==> src/fdi_pkg.sv <==
// Package for the printf integer-to-ASCII conversion core.
// Holds micro-op, condition and control word types, ASCII codes and sizes.
// No dependencies; used by every module of the core.
package fdi_pkg;

  localparam int FUNC_W   = 8;
  localparam int VALUE_W  = 32;
  localparam int CHAR_W   = 8;
  localparam int COUNT_W  = 4;
  localparam int STEP_W   = 5;
  localparam int NDIG     = 11;               // digit slots, one nibble each
  localparam int DIG_W    = NDIG * 4;
  localparam int CNT_W    = 5;                // double-dabble iteration counter
  localparam int S_DATA_W = 40;               // func + value
  localparam int M_DATA_W = 16;               // char + count, byte padded

  // ASCII codes
  localparam logic [7:0] CH_ZERO  = 8'h30;
  localparam logic [7:0] CH_A     = 8'h61;
  localparam logic [7:0] CH_MINUS = 8'h2D;
  localparam logic [7:0] CH_PCT   = 8'h25;
  localparam logic [7:0] LTR_D    = 8'h64;
  localparam logic [7:0] LTR_U    = 8'h75;
  localparam logic [7:0] LTR_O    = 8'h6F;
  localparam logic [7:0] LTR_X    = 8'h78;
  localparam logic [7:0] LTR_C    = 8'h63;

  // Datapath micro-ops
  typedef enum logic [2:0] {
    OP_NONE,
    OP_INIT_DEC,
    OP_DABBLE,
    OP_LOAD_DEC,
    OP_INIT_OCT,
    OP_INIT_HEX,
    OP_SKIP,
    OP_EMIT
  } op_t;

  // Character source for an emit step
  typedef enum logic [2:0] {
    SRC_DIGIT,
    SRC_MINUS,
    SRC_PCT,
    SRC_FUNC,
    SRC_BYTE
  } src_t;

  // Jump conditions
  typedef enum logic [3:0] {
    C_NEVER,
    C_ALWAYS,
    C_NO_IN,
    C_F_DEC,
    C_F_OCT,
    C_F_HEX,
    C_F_CHR,
    C_F_PCT,
    C_CNT_NZ,
    C_LEADZ,
    C_NOT_NEG,
    C_MORE
  } cond_t;

  // Microcode word
  typedef struct packed {
    op_t                op;
    src_t               src;
    logic               last;
    logic               wait_in;
    cond_t              cond;
    logic [STEP_W-1:0]  target;
  } ctrl_t;

  // Datapath flags seen by the sequencer
  typedef struct packed {
    logic f_dec;
    logic f_oct;
    logic f_hex;
    logic f_chr;
    logic f_pct;
    logic cnt_nz;
    logic leadz;
    logic neg;
    logic more;
  } status_t;

  // Program addresses
  localparam logic [STEP_W-1:0] ST_WAIT     = 5'd0;
  localparam logic [STEP_W-1:0] ST_OTHER    = 5'd6;
  localparam logic [STEP_W-1:0] ST_PCT      = 5'd8;
  localparam logic [STEP_W-1:0] ST_CHR      = 5'd9;
  localparam logic [STEP_W-1:0] ST_DEC      = 5'd10;
  localparam logic [STEP_W-1:0] ST_DABBLE   = 5'd11;
  localparam logic [STEP_W-1:0] ST_OCT      = 5'd13;
  localparam logic [STEP_W-1:0] ST_HEX      = 5'd14;
  localparam logic [STEP_W-1:0] ST_SKIP     = 5'd15;
  localparam logic [STEP_W-1:0] ST_DIGITS   = 5'd18;

  // Character for one digit value, radix up to 16
  function automatic logic [7:0] digit_char(input logic [3:0] d);
    if (d < 4'd10) begin
      return CH_ZERO + {4'd0, d};
    end else begin
      return CH_A + {4'd0, d} - 8'd10;
    end
  endfunction

endpackage

==> src/fdi_urom.sv <==
// Microcode ROM of the conversion core: one control word per step.
// Depends on fdi_pkg for the control word layout and step addresses.
module fdi_urom (
  input  logic [fdi_pkg::STEP_W-1:0] addr,
  output fdi_pkg::ctrl_t             ctrl
);
  import fdi_pkg::*;

  // Decode the step address into its control word
  always_comb begin
    ctrl = '{op: OP_NONE, src: SRC_DIGIT, last: 1'b0, wait_in: 1'b0,
             cond: C_ALWAYS, target: ST_WAIT};
    case (addr)
      5'd0: begin
        ctrl.wait_in = 1'b1;
        ctrl.cond    = C_NO_IN;
        ctrl.target  = ST_WAIT;
      end
      5'd1: begin
        ctrl.cond = C_F_DEC;  ctrl.target = ST_DEC;
      end
      5'd2: begin
        ctrl.cond = C_F_OCT;  ctrl.target = ST_OCT;
      end
      5'd3: begin
        ctrl.cond = C_F_HEX;  ctrl.target = ST_HEX;
      end
      5'd4: begin
        ctrl.cond = C_F_CHR;  ctrl.target = ST_CHR;
      end
      5'd5: begin
        ctrl.cond = C_F_PCT;  ctrl.target = ST_PCT;
      end
      5'd6: begin
        ctrl.op = OP_EMIT;  ctrl.src = SRC_PCT;  ctrl.cond = C_NEVER;
      end
      5'd7: begin
        ctrl.op = OP_EMIT;  ctrl.src = SRC_FUNC;  ctrl.last = 1'b1;
      end
      5'd8: begin
        ctrl.op = OP_EMIT;  ctrl.src = SRC_PCT;  ctrl.last = 1'b1;
      end
      5'd9: begin
        ctrl.op = OP_EMIT;  ctrl.src = SRC_BYTE;  ctrl.last = 1'b1;
      end
      5'd10: begin
        ctrl.op = OP_INIT_DEC;  ctrl.cond = C_NEVER;
      end
      5'd11: begin
        ctrl.op = OP_DABBLE;  ctrl.cond = C_CNT_NZ;  ctrl.target = ST_DABBLE;
      end
      5'd12: begin
        ctrl.op = OP_LOAD_DEC;  ctrl.target = ST_SKIP;
      end
      5'd13: begin
        ctrl.op = OP_INIT_OCT;  ctrl.target = ST_SKIP;
      end
      5'd14: begin
        ctrl.op = OP_INIT_HEX;  ctrl.cond = C_NEVER;
      end
      5'd15: begin
        ctrl.op = OP_SKIP;  ctrl.cond = C_LEADZ;  ctrl.target = ST_SKIP;
      end
      5'd16: begin
        ctrl.cond = C_NOT_NEG;  ctrl.target = ST_DIGITS;
      end
      5'd17: begin
        ctrl.op = OP_EMIT;  ctrl.src = SRC_MINUS;  ctrl.cond = C_NEVER;
      end
      5'd18: begin
        ctrl.op = OP_EMIT;  ctrl.src = SRC_DIGIT;  ctrl.cond = C_MORE;
        ctrl.target = ST_DIGITS;
      end
      default: begin
        ctrl.cond = C_ALWAYS;  ctrl.target = ST_WAIT;
      end
    endcase
  end

endmodule

==> src/fdi_dpath.sv <==
// Datapath of the conversion core: operand registers, digit register,
// double-dabble unit, character counter and the output register.
// Depends on fdi_pkg; driven by control words from the sequencer.
module fdi_dpath (
  input  logic                          clk,
  input  logic                          rst,
  input  fdi_pkg::ctrl_t                ctrl,
  input  logic                          exec,
  input  logic                          load_in,
  input  logic [fdi_pkg::FUNC_W-1:0]    func_in,
  input  logic [fdi_pkg::VALUE_W-1:0]   value_in,
  output fdi_pkg::status_t              status,
  output logic                          out_valid,
  input  logic                          out_ready,
  output logic [fdi_pkg::CHAR_W-1:0]    char_out,
  output logic                          last,
  output logic [fdi_pkg::COUNT_W-1:0]   char_count
);
  import fdi_pkg::*;

  logic [FUNC_W-1:0]   func;
  logic [VALUE_W-1:0]  value;
  logic [VALUE_W-1:0]  bin;
  logic [DIG_W-1:0]    dig;
  logic [COUNT_W-1:0]  ndig;
  logic [CNT_W-1:0]    cnt;
  logic [COUNT_W-1:0]  count;
  logic                neg;

  logic [DIG_W-1:0]    dab;
  logic [DIG_W-1:0]    oct_dig;
  logic [VALUE_W:0]    oct_src;
  logic [VALUE_W-1:0]  mag;
  logic [3:0]          top;
  logic                emit;
  logic                emit_last;
  logic [CHAR_W-1:0]   emit_char;

  assign top = dig[DIG_W-1 -: 4];
  assign mag = (func == LTR_D && value[VALUE_W-1]) ? (~value + 32'd1) : value;

  // Flags for conditional jumps
  always_comb begin
    status.f_dec  = (func == LTR_D) || (func == LTR_U);
    status.f_oct  = (func == LTR_O);
    status.f_hex  = (func == LTR_X);
    status.f_chr  = (func == LTR_C);
    status.f_pct  = (func == CH_PCT);
    status.cnt_nz = (cnt != '0);
    status.leadz  = (top == 4'd0) && (ndig > 4'd1);
    status.neg    = neg;
    status.more   = (ndig > 4'd1);
  end

  // Add three to every BCD digit above four, then shift in the next bit
  always_comb begin
    dab = dig;
    for (int i = 1; i < NDIG; i++) begin
      if (dig[i*4 +: 4] > 4'd4) begin
        dab[i*4 +: 4] = dig[i*4 +: 4] + 4'd3;
      end
    end
    dab = {dab[DIG_W-2:4], bin[VALUE_W-1], 4'd0};
  end

  // Spread octal digits into one nibble each, most significant first
  always_comb begin
    oct_src = {1'b0, value};
    oct_dig = '0;
    for (int k = 0; k < NDIG; k++) begin
      oct_dig[k*4 +: 4] = {1'b0, oct_src[k*3 +: 3]};
    end
  end

  // Select the character and last flag of an emit step
  always_comb begin
    emit_last = ctrl.last;
    case (ctrl.src)
      SRC_DIGIT: begin
        emit_char = digit_char(top);
        emit_last = (ndig == 4'd1);
      end
      SRC_MINUS: emit_char = CH_MINUS;
      SRC_PCT:   emit_char = CH_PCT;
      SRC_FUNC:  emit_char = func;
      SRC_BYTE:  emit_char = value[CHAR_W-1:0];
      default:   emit_char = CH_PCT;
    endcase
  end

  assign emit = exec && (ctrl.op == OP_EMIT);

  // Operand and digit registers
  always_ff @(posedge clk) begin
    if (load_in) begin
      func  <= func_in;
      value <= value_in;
    end
    if (exec) begin
      case (ctrl.op)
        OP_INIT_DEC: begin
          bin <= mag;
          dig <= '0;
          cnt <= '1;
          neg <= (func == LTR_D) && value[VALUE_W-1];
        end
        OP_DABBLE: begin
          dig <= dab;
          bin <= {bin[VALUE_W-2:0], 1'b0};
          cnt <= cnt - 5'd1;
        end
        OP_LOAD_DEC: begin
          dig  <= {dig[DIG_W-1:4], 4'd0};
          ndig <= 4'd10;
        end
        OP_INIT_OCT: begin
          dig  <= oct_dig;
          ndig <= 4'd11;
          neg  <= 1'b0;
        end
        OP_INIT_HEX: begin
          dig  <= {value, 12'd0};
          ndig <= 4'd8;
          neg  <= 1'b0;
        end
        OP_SKIP: begin
          if (status.leadz) begin
            dig  <= {dig[DIG_W-5:0], 4'd0};
            ndig <= ndig - 4'd1;
          end
        end
        OP_EMIT: begin
          if (ctrl.src == SRC_DIGIT) begin
            dig  <= {dig[DIG_W-5:0], 4'd0};
            ndig <= ndig - 4'd1;
          end
        end
        default: begin
        end
      endcase
    end
  end

  // Count characters of the current request
  always_ff @(posedge clk) begin
    if (rst) begin
      count <= '0;
    end else if (load_in) begin
      count <= '0;
    end else if (emit) begin
      count <= count + 4'd1;
    end
  end

  // Output register: load on emit, drop once taken
  always_ff @(posedge clk) begin
    if (rst) begin
      out_valid <= 1'b0;
    end else if (emit) begin
      out_valid <= 1'b1;
    end else if (out_ready) begin
      out_valid <= 1'b0;
    end
  end

  always_ff @(posedge clk) begin
    if (emit) begin
      char_out   <= emit_char;
      last       <= emit_last;
      char_count <= emit_last ? (count + 4'd1) : 4'd0;
    end
  end

endmodule

==> src/format_directive_integer_to_ascii_core.sv <==
// Top level of the printf integer-to-ASCII conversion core.
// Step counter and jump logic; instantiates fdi_urom and fdi_dpath.
//
// channel  dir  handshake           payload
// s_*      in   s_tvalid/s_tready   s_tdata: func[7:0], value[39:8]
// m_*      out  m_tvalid/m_tready   m_tdata: char_out[7:0], char_count[11:8]; m_tlast
//
// One request at a time. Decimal takes 32 double-dabble steps of the shared
// digit register, then leading-zero skips and characters (ten steps together).
// An emit step holds while the output register is full and not taken.
// Reset returns the step counter to the wait step and empties the output.
module format_directive_integer_to_ascii_core (
  input  logic                           clk,
  input  logic                           rst,
  input  logic                           s_tvalid,
  output logic                           s_tready,
  input  logic [fdi_pkg::S_DATA_W-1:0]   s_tdata,   // func[7:0], value[39:8]
  output logic                           m_tvalid,
  input  logic                           m_tready,
  output logic [fdi_pkg::M_DATA_W-1:0]   m_tdata,   // char_out[7:0], char_count[11:8], zero[15:12]
  output logic                           m_tlast
);
  import fdi_pkg::*;

  logic [STEP_W-1:0]  step;
  logic [STEP_W-1:0]  step_next;
  ctrl_t              ctrl;
  status_t            status;
  logic               exec;
  logic               taken;
  logic               load_in;
  logic [CHAR_W-1:0]  char_out;
  logic [COUNT_W-1:0] char_count;

  fdi_urom u_urom (
    .addr (step),
    .ctrl (ctrl)
  );

  assign s_tready = ctrl.wait_in;
  assign load_in  = s_tvalid && s_tready;

  // Hold an emit step while the output register is occupied
  assign exec = (ctrl.op != OP_EMIT) || !m_tvalid || m_tready;

  // Evaluate the jump condition
  always_comb begin
    case (ctrl.cond)
      C_NEVER:   taken = 1'b0;
      C_ALWAYS:  taken = 1'b1;
      C_NO_IN:   taken = !s_tvalid;
      C_F_DEC:   taken = status.f_dec;
      C_F_OCT:   taken = status.f_oct;
      C_F_HEX:   taken = status.f_hex;
      C_F_CHR:   taken = status.f_chr;
      C_F_PCT:   taken = status.f_pct;
      C_CNT_NZ:  taken = status.cnt_nz;
      C_LEADZ:   taken = status.leadz;
      C_NOT_NEG: taken = !status.neg;
      C_MORE:    taken = status.more;
      default:   taken = 1'b1;
    endcase
  end

  // Advance the step counter
  always_comb begin
    if (!exec) begin
      step_next = step;
    end else if (taken) begin
      step_next = ctrl.target;
    end else begin
      step_next = step + 5'd1;
    end
  end

  always_ff @(posedge clk) begin
    if (rst) begin
      step <= ST_WAIT;
    end else begin
      step <= step_next;
    end
  end

  fdi_dpath u_dpath (
    .clk        (clk),
    .rst        (rst),
    .ctrl       (ctrl),
    .exec       (exec),
    .load_in    (load_in),
    .func_in    (s_tdata[7:0]),
    .value_in   (s_tdata[39:8]),
    .status     (status),
    .out_valid  (m_tvalid),
    .out_ready  (m_tready),
    .char_out   (char_out),
    .last       (m_tlast),
    .char_count (char_count)
  );

  assign m_tdata = {4'd0, char_count, char_out};

endmodule

==> config.mk <==
export PLATFORM = sky130hd
export DESIGN_NAME = format_directive_integer_to_ascii_core
export DESIGN_NICKNAME = d
export VERILOG_FILES = /design/src/fdi_pkg.sv /design/src/fdi_urom.sv /design/src/fdi_dpath.sv /design/src/format_directive_integer_to_ascii_core.sv
export SDC_FILE = /design/constraint.sdc
export NUM_CORES = 1
export LEC_CHECK = 0
export ABC_AREA = 1
export ABC_CLOCK_PERIOD_IN_PS = 4930
export BUFFER_PORTS_ARGS = -buffer_cell sky130_fd_sc_hd__clkbuf_2
export CORE_MARGIN = 1.5
export CORE_UTILIZATION = 44
export CTS_BUF_LIST = sky130_fd_sc_hd__clkbuf_8 sky130_fd_sc_hd__clkbuf_16
export DETAILED_ROUTE_END_ITERATION = 10
export GPL_ROUTABILITY_DRIVEN = 0
export GPL_TIMING_DRIVEN = 1
export HOLD_SLACK_MARGIN = 0.15
export SKIP_CTS_REPAIR_TIMING = 1
export SYNTH_ARGS = -nofsm -noshare
export SYNTH_HDL_FRONTEND = slang
export SYNTH_SLANG_ARGS = --single-unit
export TNS_END_PERCENT = 30
==> constraint.sdc <==
create_clock -name clk -period 4.93 [get_ports clk]
set_input_delay 1.479 -clock clk [delete_from_list [all_inputs] [get_ports clk]]
set_output_delay 1.479 -clock clk [all_outputs]
set_load 0.01 [all_outputs]
After elaboration in Yosys (flattened, before gate mapping)

Index checks and enable logic that the tools add are counted.

Bitwise gates (word level): 2
Reductions and logical operators: 34
Mux-type cells: 33
$add $sub $neg: 18
Eq/ne operators: 48
Order comparisons: 12

Operators with widths:

| operator                                             | number |
|---|---|
| case mux 44 bit (7 select lines)                     | 1 |
| two-way mux 44 bit                                   | 2 |
| case mux 32 bit (2 select lines)                     | 1 |
| two-way mux 4 bit                                    | 11 |
| case mux 4 bit (11 select lines)                     | 1 |
| equality test 5 x 4 -> 1 bit (second input constant) | 8 |
| equality test 8 x 7 -> 1 bit (second input constant) | 5 |
| > comparator 4 x 3 -> 1 bit (second input constant)  | 10 |
| case mux 5 bit (8 select lines)                      | 1 |
| adder 4 x 2 -> 4 bit (second input constant)         | 9 |
| adder 32 x 1 -> 32 bit (second input constant)       | 1 |
| two-way mux 32 bit                                   | 1 |
| NOT 32 bit                                           | 1 |
| case mux 8 bit (4 select lines)                      | 1 |
| case mux 3 bit (7 select lines)                      | 1 |
| equality test 5 x 3 -> 1 bit (second input constant) | 4 |
| case mux 4 bit (5 select lines)                      | 1 |
| equality test 4 x 3 -> 1 bit (second input constant) | 4 |
| equality test 4 bit (second input constant)          | 4 |
| equality test 3 bit (second input constant)          | 5 |
| equality test 5 bit (second input constant)          | 3 |
| case mux 3 bit (4 select lines)                      | 1 |
| case mux 1 bit (11 select lines)                     | 1 |
| equality test 5 x 2 -> 1 bit (second input constant) | 2 |
| other kinds (42)                                     | 68 |

Input bits: 44
Output and inout bits: 19
Register bits: 149

Logic depth before layout (Yosys ltp)

Gate-level depths: netlist (run 1).

Depth after elaboration: 8
Gate-level depth with buffers: 20
Gate-level depth less buffers: 20

Hierarchy

Synthesis (run 1) repeated with hierarchy kept, for this count alone.

Cell total of the unflattened synthesis: 1,060
Area, all modules: 8,958.6 um^2

By module, submodules not included:

| module                                 | area an instance (um^2) | instances | cells an instance | seq. area each (um^2) |
|---|---|---|---|---|
| fdi_dpath                              | 7,893.8                 | 1         | 885               | 4,244.1 |
| format_directive_integer_to_ascii_core | 669.4                   | 1         | 92                | 100.1 |
| fdi_urom                               | 395.4                   | 1         | 83                | 0.0 |

Worst setup path before layout (run 1)

OpenSTA, ideal clock, no wires.

Path kind: flip-flop to flip-flop
Start point: reg step[1]
End point: reg u_dpath.bin[0], enable pin
Stages on the path, launching flop included: 14
Data arrival time: 4.290 ns
Data required time: 4.443 ns
Path buffers: 0
Library setup time: 0.487 ns
Period minus slack after synthesis: 4.777 ns
Setup slack: 0.153 ns
Cells stage by stage: dfxtp_1 inv_1 ha_1 nand2_1 inv_2 nand2_2 inv_2 nor2_2 nand2_4 nor2_8 nand2_4 inv_4 nor2_1 o31ai_1

Cells in the longest elaborated chain, start to end: 7
Elaborated cells on any way between the ends: 21
Those cells by class: 15 x eq/ne; 1 x mux; 5 x reduce/logical

Ends and longest elaborated chain:

| item                                                       | line                                         | text |
|---|---|---|
| start, declared                                            | format_directive_integer_to_ascii_core.sv:25 | `logic [STEP_W-1:0] step;` |
| start signal, assigned                                     | format_directive_integer_to_ascii_core.sv:80 | `step <= step_next;` |
| equality test 5 x 3 -> 1 bit, or another cell as far along | fdi_urom.sv:13                               | `case (addr)` |
| OR reduction 6 bit (no line)                               | n/a                                          |  |
| case mux 3 bit (7 select lines) (*)                        | fdi_urom.sv:13                               |  |
| != test 3 bit                                              | format_directive_integer_to_ascii_core.sv:44 | `assign exec = (ctrl.op != OP_EMIT) \|\| !m_tvalid \|\| m_tready;` |
| logical OR 1 bit (2 in series)                             | format_directive_integer_to_ascii_core.sv:44 |  |
| AND reduction 2 bit (no line) (*)                          | n/a                                          |  |
| end signal, assigned                                       | fdi_dpath.sv:102                             | `bin <= mag;` |
| end signal, assigned                                       | fdi_dpath.sv:109                             | `bin <= {bin[VALUE_W-2:0], 1'b0};` |
| end, declared                                              | fdi_dpath.sv:23                              | `logic [VALUE_W-1:0] bin;` |

Every way passes the cells marked *; elsewhere a longest branch is shown, timed or not.
A chain may end at the register's enable or synchronous reset.

Worst setup path after layout (run 1)

Start point: reg step[0]
End point: reg u_dpath.dig[41], enable pin

Cells in the longest elaborated chain, start to end: 7
Elaborated cells on any way between the ends: 32
Those cells by class: 22 x eq/ne; 2 x mux; 1 x bitwise; 7 x reduce/logical

Ends and longest elaborated chain:

| item                                                                    | line             | text |
|---|---|---|
| branches (longest 6 deep; another with case mux 3 bit (7 select lines)) | n/a              |  |
| AND reduction 5 bit (no line) (*)                                       | n/a              |  |
| end signal, assigned                                                    | fdi_dpath.sv:122 | `dig <= {value, 12'd0};` |
| end signal, assigned                                                    | fdi_dpath.sv:128 | `dig <= {dig[DIG_W-5:0], 4'd0};` |
| end signal, assigned                                                    | fdi_dpath.sv:134 | `dig <= {dig[DIG_W-5:0], 4'd0};` |
| end, declared                                                           | fdi_dpath.sv:24  | `logic [DIG_W-1:0] dig;` |

Every way passes the cells marked *.

==> results of run 1 <==
-- registers in the layout (all words and copies together) (netlist names) --
name,count
u_dpath.value,32
u_dpath.last,1
u_dpath.count,4
u_dpath.out_valid,1
u_dpath.bin,32
u_dpath.dig,43
u_dpath.ndig,4
u_dpath.neg,1
u_dpath.char_out,8
u_dpath.func,8
step,5
u_dpath.cnt,5
u_dpath.char_count,4
-- logic make-up (layout without fill, tap and decap cells) --
kind of cell,count (synthesis),in the layout,share of synthesized area
XOR/XNOR,45,45,0.04504
buffers and inverters,187,254,0.09238
adder cells (fa/ha/maj),22,22,0.03232
AO/OA/AOI/OAI,182,182,0.1369
other,1,4,0.0004286
AND/OR/NAND/NOR,385,385,0.1965
flip-flops,148,148,0.4965
-- Yosys cell counts, drive strengths merged, types with 11 or more instances --
master / instances / area (um^2)
ha: 21 / 262.8
xor2: 35 / 306.5
o2111ai: 16 / 140.1
buf: 28 / 200.2
nor2: 111 / 504.2
a22oi: 11 / 82.58
nand2: 197 / 787.0
inv: 156 / 595.6
o221ai: 18 / 157.7
o21ai: 70 / 350.3
a21oi: 23 / 115.1
edfxtp: 138 / 4144
nand3: 56 / 300.3
o211ai: 18 / 135.1
-- worst min-delay path by stage --
stage / from / to / slack (ps) / cells past startpoint
6_report: u_dpath.bin[2] / u_dpath.bin[3] / 510 / 2
5_1_grt: u_dpath.count[3] / u_dpath.count[3] / 530 / 2
4_1_cts: u_dpath.count[1] / u_dpath.count[1] / 510 / 2
3_5_place_dp: u_dpath.bin[1] / u_dpath.bin[2] / 500 / 2
3_3_place_gp: u_dpath.bin[1] / u_dpath.bin[2] / 490 / 2
2_1_floorplan: u_dpath.count[0] / u_dpath.count[0] / 480 / 2
-- through the flow --
stage,instance area [um^2],instances
6_report,9813,1305
2_1_floorplan,8761,973
5_1_grt,9813,1305
3_3_place_gp,9258,1273
3_5_place_dp,9258,1273
4_1_cts,9813,1305
-- power groups by stage --
stage | clock network, mW | registers, mW | logic, mW
2_1_floorplan | 0 | 2.31 | 1.60
3_3_place_gp | 0 | 2.42 | 2.05
3_5_place_dp | 0 | 2.43 | 2.06
4_1_cts | 1.26 | 2.41 | 2.08
5_1_grt | 1.32 | 2.46 | 2.36
6_report | 1.25 | 2.41 | 2.08
-- per-layer routing --
metal | global-route usage | vias to the layer above | routed length [um] | share of wire
met1 | 0.2908 | 3267 | 9983 | 0.45
met4 | 0.08808 | 0 | 574 | 0.026
met2 | 0.3682 | 237 | 10490 | 0.47
met5 | 0 | - | 0 | 0
li1 | - | 3427 | - | -
met3 | 0.04205 | 41 | 1160 | 0.052
-- cell type report --
cell class | instances | area [um^2]
tap | 265 | 331.6
fill | 1816 | 9649
timing repair buffer | 66 | 350.3
clock buffer | 17 | 425.4
inverter | 156 | 595.6
clock inverter | 15 | 130.1
sequential | 148 | 4344
multi-input combinational | 638 | 3636
-- worst max-delay path, stage by stage, from the launching register on --
cell and delay, ps:
sky130_fd_sc_hd__dfxtp_1 350, sky130_fd_sc_hd__ha_1 300, sky130_fd_sc_hd__inv_1 80, sky130_fd_sc_hd__nor2_1 50, sky130_fd_sc_hd__ha_1 210, sky130_fd_sc_hd__inv_1 100
sky130_fd_sc_hd__o21ai_0 100, sky130_fd_sc_hd__a31oi_1 320, sky130_fd_sc_hd__nand2_4 160, sky130_fd_sc_hd__nand2_2 230, sky130_fd_sc_hd__nor2_2 70, sky130_fd_sc_hd__nand2_1 310
sky130_fd_sc_hd__o31ai_2 190, sky130_fd_sc_hd__nor3_4 130, sky130_fd_sc_hd__buf_4 500
==> load_flow_metrics.sql, run 1 <==
INSERT INTO impl_metrics (metric_group, metric, value, unit) VALUES
('timing', 'finalSetupViolCount', '0', ''),
('timing', 'timing.slew.headroom', '0.2569', ''),
('routing', 'postRouteAntennaNets', '0', ''),
('global_route', 'grt_start_max_net_pins', '41', ''),
('timing', 'tightest_slew', '1115', 'ps'),
('cells_and_area', 'final_common_cell', 'sky130_fd_sc_hd__nand2_1', ''),
('timing', 'tns', '0', 'ps'),
('cells_and_area', 'nets_finish', '1093', ''),
('setup_path', 'number_of_cells_on_the_worst_reg_to_reg_path', '14', ''),
('routing', 'vias', '6972', ''),
('pwr', 'power.leakage', '4.042', 'nW'),
('pwr', 'power.share.sequential', '0.420', ''),
('routing', 'drt-wirelength-per-cell', '17.02', 'um'),
('clock_network', 'cts_inserted_buffers', '17', ''),
('setup_path', 'worst_ep_arrival_time', '3560', 'ps'),
('logic_synthesis', 'synth.lib_cells_used.distinct', '50', ''),
('clock_network', 'cts_tree', 'yes', ''),
('floorplan', 'die_y', '144.0', 'um'),
('routing', 'vias_per_cell', '5.343', ''),
('cells_and_area', 'finish.utilization', '0.5042', ''),
('placed_design', 'post-dp-hpwl', '15.61', 'mm'),
('logic_synthesis', 'ys_async_sr_fraction', '0', ''),
('run', 'maxCapViolCount', '0', ''),
('clock_network', 'clockRootBuffer', 'sky130_fd_sc_hd__clkbuf_16', ''),
('global_route', 'tot_gr_track_use', '0.2235', ''),
('timing', 'crit_share_post_route', '0.7085', ''),
('clock_network', 'number_of_buffers_between_clock_root_and_the_deepest_sink', '2', ''),
('setup_path', 'crit_path_end', 'u_dpath.dig[41]', ''),
('clock_network', 'clk_pin_slew_worst_paths', '70', 'ps'),
('setup_path', 'cp_max_fo', '40', ''),
('timing', 'final.hold.worst_slack', '511.8', 'ps'),
('clock_network', 'clkLatencyLatePin', '440', 'ps'),
('cells_and_area', 'most_frequent_cells_in_the_layout', 'sky130_fd_sc_hd__nand2_1, sky130_fd_sc_hd__inv_1, sky130_fd_sc_hd__edfxtp_1', ''),
('setup_path', 'reg2reg_setup_slack', '1440', 'ps'),
('pwr', 'power', '5.741', 'mW'),
('timing', 'finalClockSkew', '15.12', 'ps'),
('global_route', 'grt_pass1_vias', '6445', ''),
('timing', 'hold_violations', '0', ''),
('floorplan', 'die_area', '20740', 'um^2'),
('pwr', 'pwr-share-clk', '0.217', ''),
('floorplan', 'initial_core_util', '0.4496', ''),
('pwr', 'cellPowerDensity', '585.1', 'nW/um^2'),
('timing', 'rsz0062_at_grt', 'no', ''),
('pwr', 'cellInternalPower', '3.412', 'mW'),
('cells_and_area', 'area.growth.synth_to_final', '12.15', '%'),
('run_status', 'status', 'complete, no violations', ''),
('logic_synthesis', 'synthFlopType', 'sky130_fd_sc_hd__edfxtp_1', ''),
('global_route', 'overflow', '0', ''),
('logic_synthesis', 'synthesized_area_divided_by_synthesized_cell_count', '9.020', 'um^2'),
('logic_synthesis', 'yosysWarnings', '0', ''),
('placed_design', 'numPortBuffers', '58', ''),
('setup_path', 'timing.critical_path.to_type', 'flip-flop', ''),
('setup_path', 'critical_path.startpoint', 'step[0]', ''),
('floorplan', 'rows', '51', ''),
('pwr', 'power.switching_fraction', '0.4058', ''),
('logic_synthesis', 'postSynthCellCount', '970', ''),
('routing', 'drt-pass1-iter-count', '5', ''),
('pwr', 'switching_power', '2.330', 'mW'),
('timing', 'maxSlewViolCount', '0', ''),
('setup_path', 'timing_worst_setup_path_type', 'reg -> reg', ''),
('logic_synthesis', 'synth_sequential_area_ratio', '0.4965', ''),
('logic_synthesis', 'synth_area', '8750', 'um^2'),
('setup_path', 'regToRegEndpoint', 'u_dpath.dig[41]', ''),
('routing', 'drt-total-wl', '22.21', 'mm'),
('timing', 'achievable-frequency', '0.2863', 'GHz'),
('pwr', 'vdd.ir_drop.worst', '0.0002816', 'V'),
('pwr', 'pwr-share-comb', '0.363', ''),
('floorplan', 'io-pin-count', '63', ''),
('global_route', 'grt_first_pass_wirelength', '34.70', 'mm'),
('hold_path', 'min_path_type', 'reg -> reg', ''),
('logic_synthesis', 'number_of_synthesized_flops_with_an_enable_pin', '138', '');
Power figures use the tool's default switching activity.
==> run 2: changes to the inputs <==
Settings changed: ABC_AREA 1 to 0, ABC_CLOCK_PERIOD_IN_PS 4930 to 3250.
Clock period 4.93 ns to 3.25 ns, I/O delays scaled along.
==> load_flow_metrics.sql, run 2 <==
INSERT INTO impl_metrics (metric_group, metric, value, unit) VALUES
('run_status', 'status', 'complete, no violations', ''),
('routing', 'total_drc_errors_in_the_routed_layout', '0', ''),
('logic_synthesis', 'ys_async_sr_fraction', '0', ''),
('run', 'maxCapViolCount', '0', ''),
('setup_path', 'timing_worst_setup_path_type', 'reg -> reg', ''),
('cells_and_area', 'area.growth.synth_to_final', '17.42', '%'),
('cells_and_area', 'final_common_cell', 'sky130_fd_sc_hd__edfxtp_1', ''),
('timing', 'tns', '0', 'ps'),
('pwr', 'power.leakage', '3.677', 'nW'),
('routing', 'vias', '6788', ''),
('setup_path', 'cp_max_fo', '20', ''),
('timing', 'timing.slew.headroom', '0.4145', ''),
('placed_design', 'post-dp-hpwl', '15.02', 'mm'),
('setup_path', 'worst_ep_arrival_time', '3240', 'ps'),
('global_route', 'grt_start_max_net_pins', '83', ''),
('timing', 'tightest_slew', '878.3', 'ps'),
('clock_network', 'cts_tree', 'yes', ''),
('global_route', 'grt_first_pass_wirelength', '34.64', 'mm'),
('floorplan', 'initial_core_util', '0.4543', ''),
('logic_synthesis', 'synth_sequential_area_ratio', '0.5061', ''),
('logic_synthesis', 'yosysWarnings', '0', ''),
('placed_design', 'numPortBuffers', '58', ''),
('logic_synthesis', 'synthFlopType', 'sky130_fd_sc_hd__edfxtp_1', ''),
('global_route', 'grt_pass1_vias', '6507', ''),
('clock_network', 'number_of_buffers_between_clock_root_and_the_deepest_sink', '2', ''),
('cells_and_area', 'largest_reg_flops', '43', ''),
('pwr', 'cellInternalPower', '6.349', 'mW'),
('pwr', 'cellPowerDensity', '1065', 'nW/um^2'),
('clock_network', 'cts-htree-levels', '4', ''),
('floorplan', 'die_area', '20350', 'um^2'),
('logic_synthesis', 'post_synth_most_frequent_cells', 'sky130_fd_sc_hd__edfxtp_1, sky130_fd_sc_hd__nand2_1, sky130_fd_sc_hd__o21ai_0', ''),
('global_route', 'tot_gr_track_use', '0.2232', ''),
('cells_and_area', 'diodes', '0', ''),
('timing', 'maxSlewViolCount', '0', ''),
('logic_synthesis', 'synthDominantAreaCellType', 'sky130_fd_sc_hd__edfxtp_1', ''),
('cells_and_area', 'nets_finish', '997', ''),
('cells_and_area', 'fraction_of_layout_cells_with_a_size_suffix_above_1', '0.1875', ''),
('routing', 'drt-wirelength-per-cell', '18.03', 'um'),
('setup_path', 'worstSetupStartpointType', 'flip-flop', ''),
('logic_synthesis', 'synthesized_area_divided_by_synthesized_cell_count', '10.11', 'um^2'),
('timing', 'crit_share_post_route', '0.9550', ''),
('logic_synthesis', 'number_of_synthesized_flops_with_an_enable_pin', '138', ''),
('logic_synthesis', 'postSynthCellCount', '849', ''),
('floorplan', 'die_y', '142.7', 'um'),
('routing', 'drt-pass1-iter-count', '5', ''),
('pwr', 'pwr-share-clk', '0.175', ''),
('placed_design', 'detailed_place.area', '9429', 'um^2'),
('routing', 'initialDrtViolationCount', '584', ''),
('floorplan', 'rows', '50', ''),
('pwr', 'pwr-share-comb', '0.457', ''),
('clock_network', 'clkLatencyLatePin', '430', 'ps'),
('pwr', 'vdd.ir_drop.worst', '0.0006148', 'V'),
('routing', 'drt-total-wl', '21.71', 'mm'),
('logic_synthesis', 'synth_area', '8583', 'um^2'),
('global_route', 'grt_antenna_before_repair', '0', ''),
('clock_network', 'cts_inserted_buffers', '17', ''),
('global_route', 'overflow', '0', ''),
('cells_and_area', 'most_frequent_cells_in_the_layout', 'sky130_fd_sc_hd__edfxtp_1, sky130_fd_sc_hd__nand2_1, sky130_fd_sc_hd__clkbuf_2', ''),
('setup_path', 'timing.critical_path.to_type', 'flip-flop', ''),
('timing', 'rsz0062_at_grt', 'no', ''),
('pwr', 'power.share.sequential', '0.368', ''),
('floorplan', 'core_region_area', '18890', 'um^2'),
('timing', 'hold_violations', '0', ''),
('cells_and_area', 'postLayoutCellArea', '10080', 'um^2'),
('logic_synthesis', 'synth.lib_cells_used.distinct', '76', ''),
('routing', 'vias_per_cell', '5.638', ''),
('pwr', 'switching_power', '4.386', 'mW'),
('timing', 'timing.final.crit_period', '3104', 'ps'),
('logic_synthesis', 'main_area_contributors_after_synthesis', 'sky130_fd_sc_hd__edfxtp_1, sky130_fd_sc_hd__nand2_1, sky130_fd_sc_hd__a22oi_1', ''),
('logic_synthesis', 'yosys_register_bits', '148', ''),
('logic_synthesis', 'yosysMostFrequentCell', 'sky130_fd_sc_hd__edfxtp_1', ''),
('timing', 'achievable-frequency', '0.3222', 'GHz'),
('cells_and_area', 'largest_reg_by_ff_count', 'u_dpath.dig', ''),
('timing', 'finalClockSkew', '11.34', 'ps'),
('floorplan', 'die_width', '142.7', 'um'),
('clock_network', 'clockRootBuffer', 'sky130_fd_sc_hd__clkbuf_16', ''),
('hold_path', 'min_path_type', 'reg -> reg', ''),
('clock_network', 'cts_num_sinks', '148', ''),
('clock_network', 'clk_pin_slew_worst_paths', '60', 'ps'),
('floorplan', 'io-pin-count', '63', ''),
('pwr', 'power.switching_fraction', '0.4086', ''),
('logic_synthesis', 'post-synth-top-area-fraction', '0.4828', ''),
('timing', 'finalSetupViolCount', '0', ''),
('setup_path', 'required', '3390', 'ps'),
('routing', 'postRouteAntennaNets', '0', ''),
('cells_and_area', 'reg_top3', 'u_dpath.dig x43, u_dpath.bin x32, u_dpath.value x32', '');
## run 2: cell count changes in the layout (fill, tap and decap cells not counted), sizes merged, moves of 35 or more
| cell | before | now |
|---|---|---|
| inv | 160 | 55 |
| buf | 8 | 51 |
| a22oi | 11 | 46 |
| nand3 | 56 | 8 |
| nor2 | 111 | 48 |
| nand2 | 197 | 100 |
## run 2: power groups by stage
stage	logic, mW	registers [mW]	clock network [mW]
2_1_floorplan	3.01	3.69	0
3_3_place_gp	4.50	3.97	0
3_5_place_dp	4.54	3.97	0
4_1_cts	4.56	3.94	1.91
5_1_grt	5.44	4.03	1.99
6_report	4.91	3.95	1.88
## run 2: area by class of cell
| class | count | area, um^2 |
|---|---|---|
| clock buffers | 17 | 425.4 |
| well taps | 260 | 325.3 |
| clock inverters | 15 | 131.4 |
| inverters | 53 | 203.9 |
| flip-flops and latches | 148 | 4347 |
| repair buffers | 110 | 777.0 |
| multi-input cells | 601 | 3869 |
| fillers | 1715 | 8815 |
## run 2: per-layer routing
metal / up-vias / global-route usage / share of wire
met5: - / 0 / 0
met4: 0 / 0.07325 / 0.019
met3: 29 / 0.04561 / 0.054
met2: 217 / 0.3562 / 0.46
met1: 3236 / 0.3046 / 0.46
li1: 3306 / - / -
## run 2: worst max-delay path: stages (launching register included)
cell	delay, ps
sky130_fd_sc_hd__dfxtp_1	370
sky130_fd_sc_hd__inv_1	90
sky130_fd_sc_hd__ha_1	190
sky130_fd_sc_hd__buf_4	170
sky130_fd_sc_hd__or2_2	330
sky130_fd_sc_hd__a31oi_4	230
sky130_fd_sc_hd__nor3b_4	260
sky130_fd_sc_hd__inv_2	60
sky130_fd_sc_hd__fa_1	500
sky130_fd_sc_hd__o21ai_1	90
sky130_fd_sc_hd__a22oi_2	150
sky130_fd_sc_hd__buf_4	180
sky130_fd_sc_hd__buf_12	180
## run 2: final timing paths
kind / startpoint / to / slack (ps) / cells past startpoint
min: u_dpath.bin[2] / u_dpath.bin[3] / 520 / 2
min reg2reg: u_dpath.bin[2] / u_dpath.bin[3] / 520 / 2
max: step[1] / u_dpath.dig[14] / 150 / 12
max reg2reg: step[1] / u_dpath.dig[14] / 150 / 12
## run 2: logic make-up (layout without fill, tap and decap cells)
family	Yosys count	count (layout)	synth area share
DFF	148	148	0.5061
other	1	4	0.0004369
AOI/OAI and AO/OA	261	261	0.1972
xor gates and xnor gates	49	49	0.05000
buffers and inverters	103	195	0.05131
and+or+nand+nor	259	259	0.1544
muxes	6	6	0.007580
adders and majority gates	22	22	0.03294
## run 2: per-stage QoR
step	instances	util	setup slack [ps]	power (mW)	hold WS, ps
CTS	1201	0.5285	59.10	10.40	530.5
floorplan	852	-	-776.5	6.705	483.6
global route	1204	0.5334	1.479	11.46	554.3
finish	1204	0.5334	146.1	10.73	522.5
detailed placement	1169	0.4991	88.93	8.506	516.0
global placement	1169	0.4991	146.9	8.467	502.5
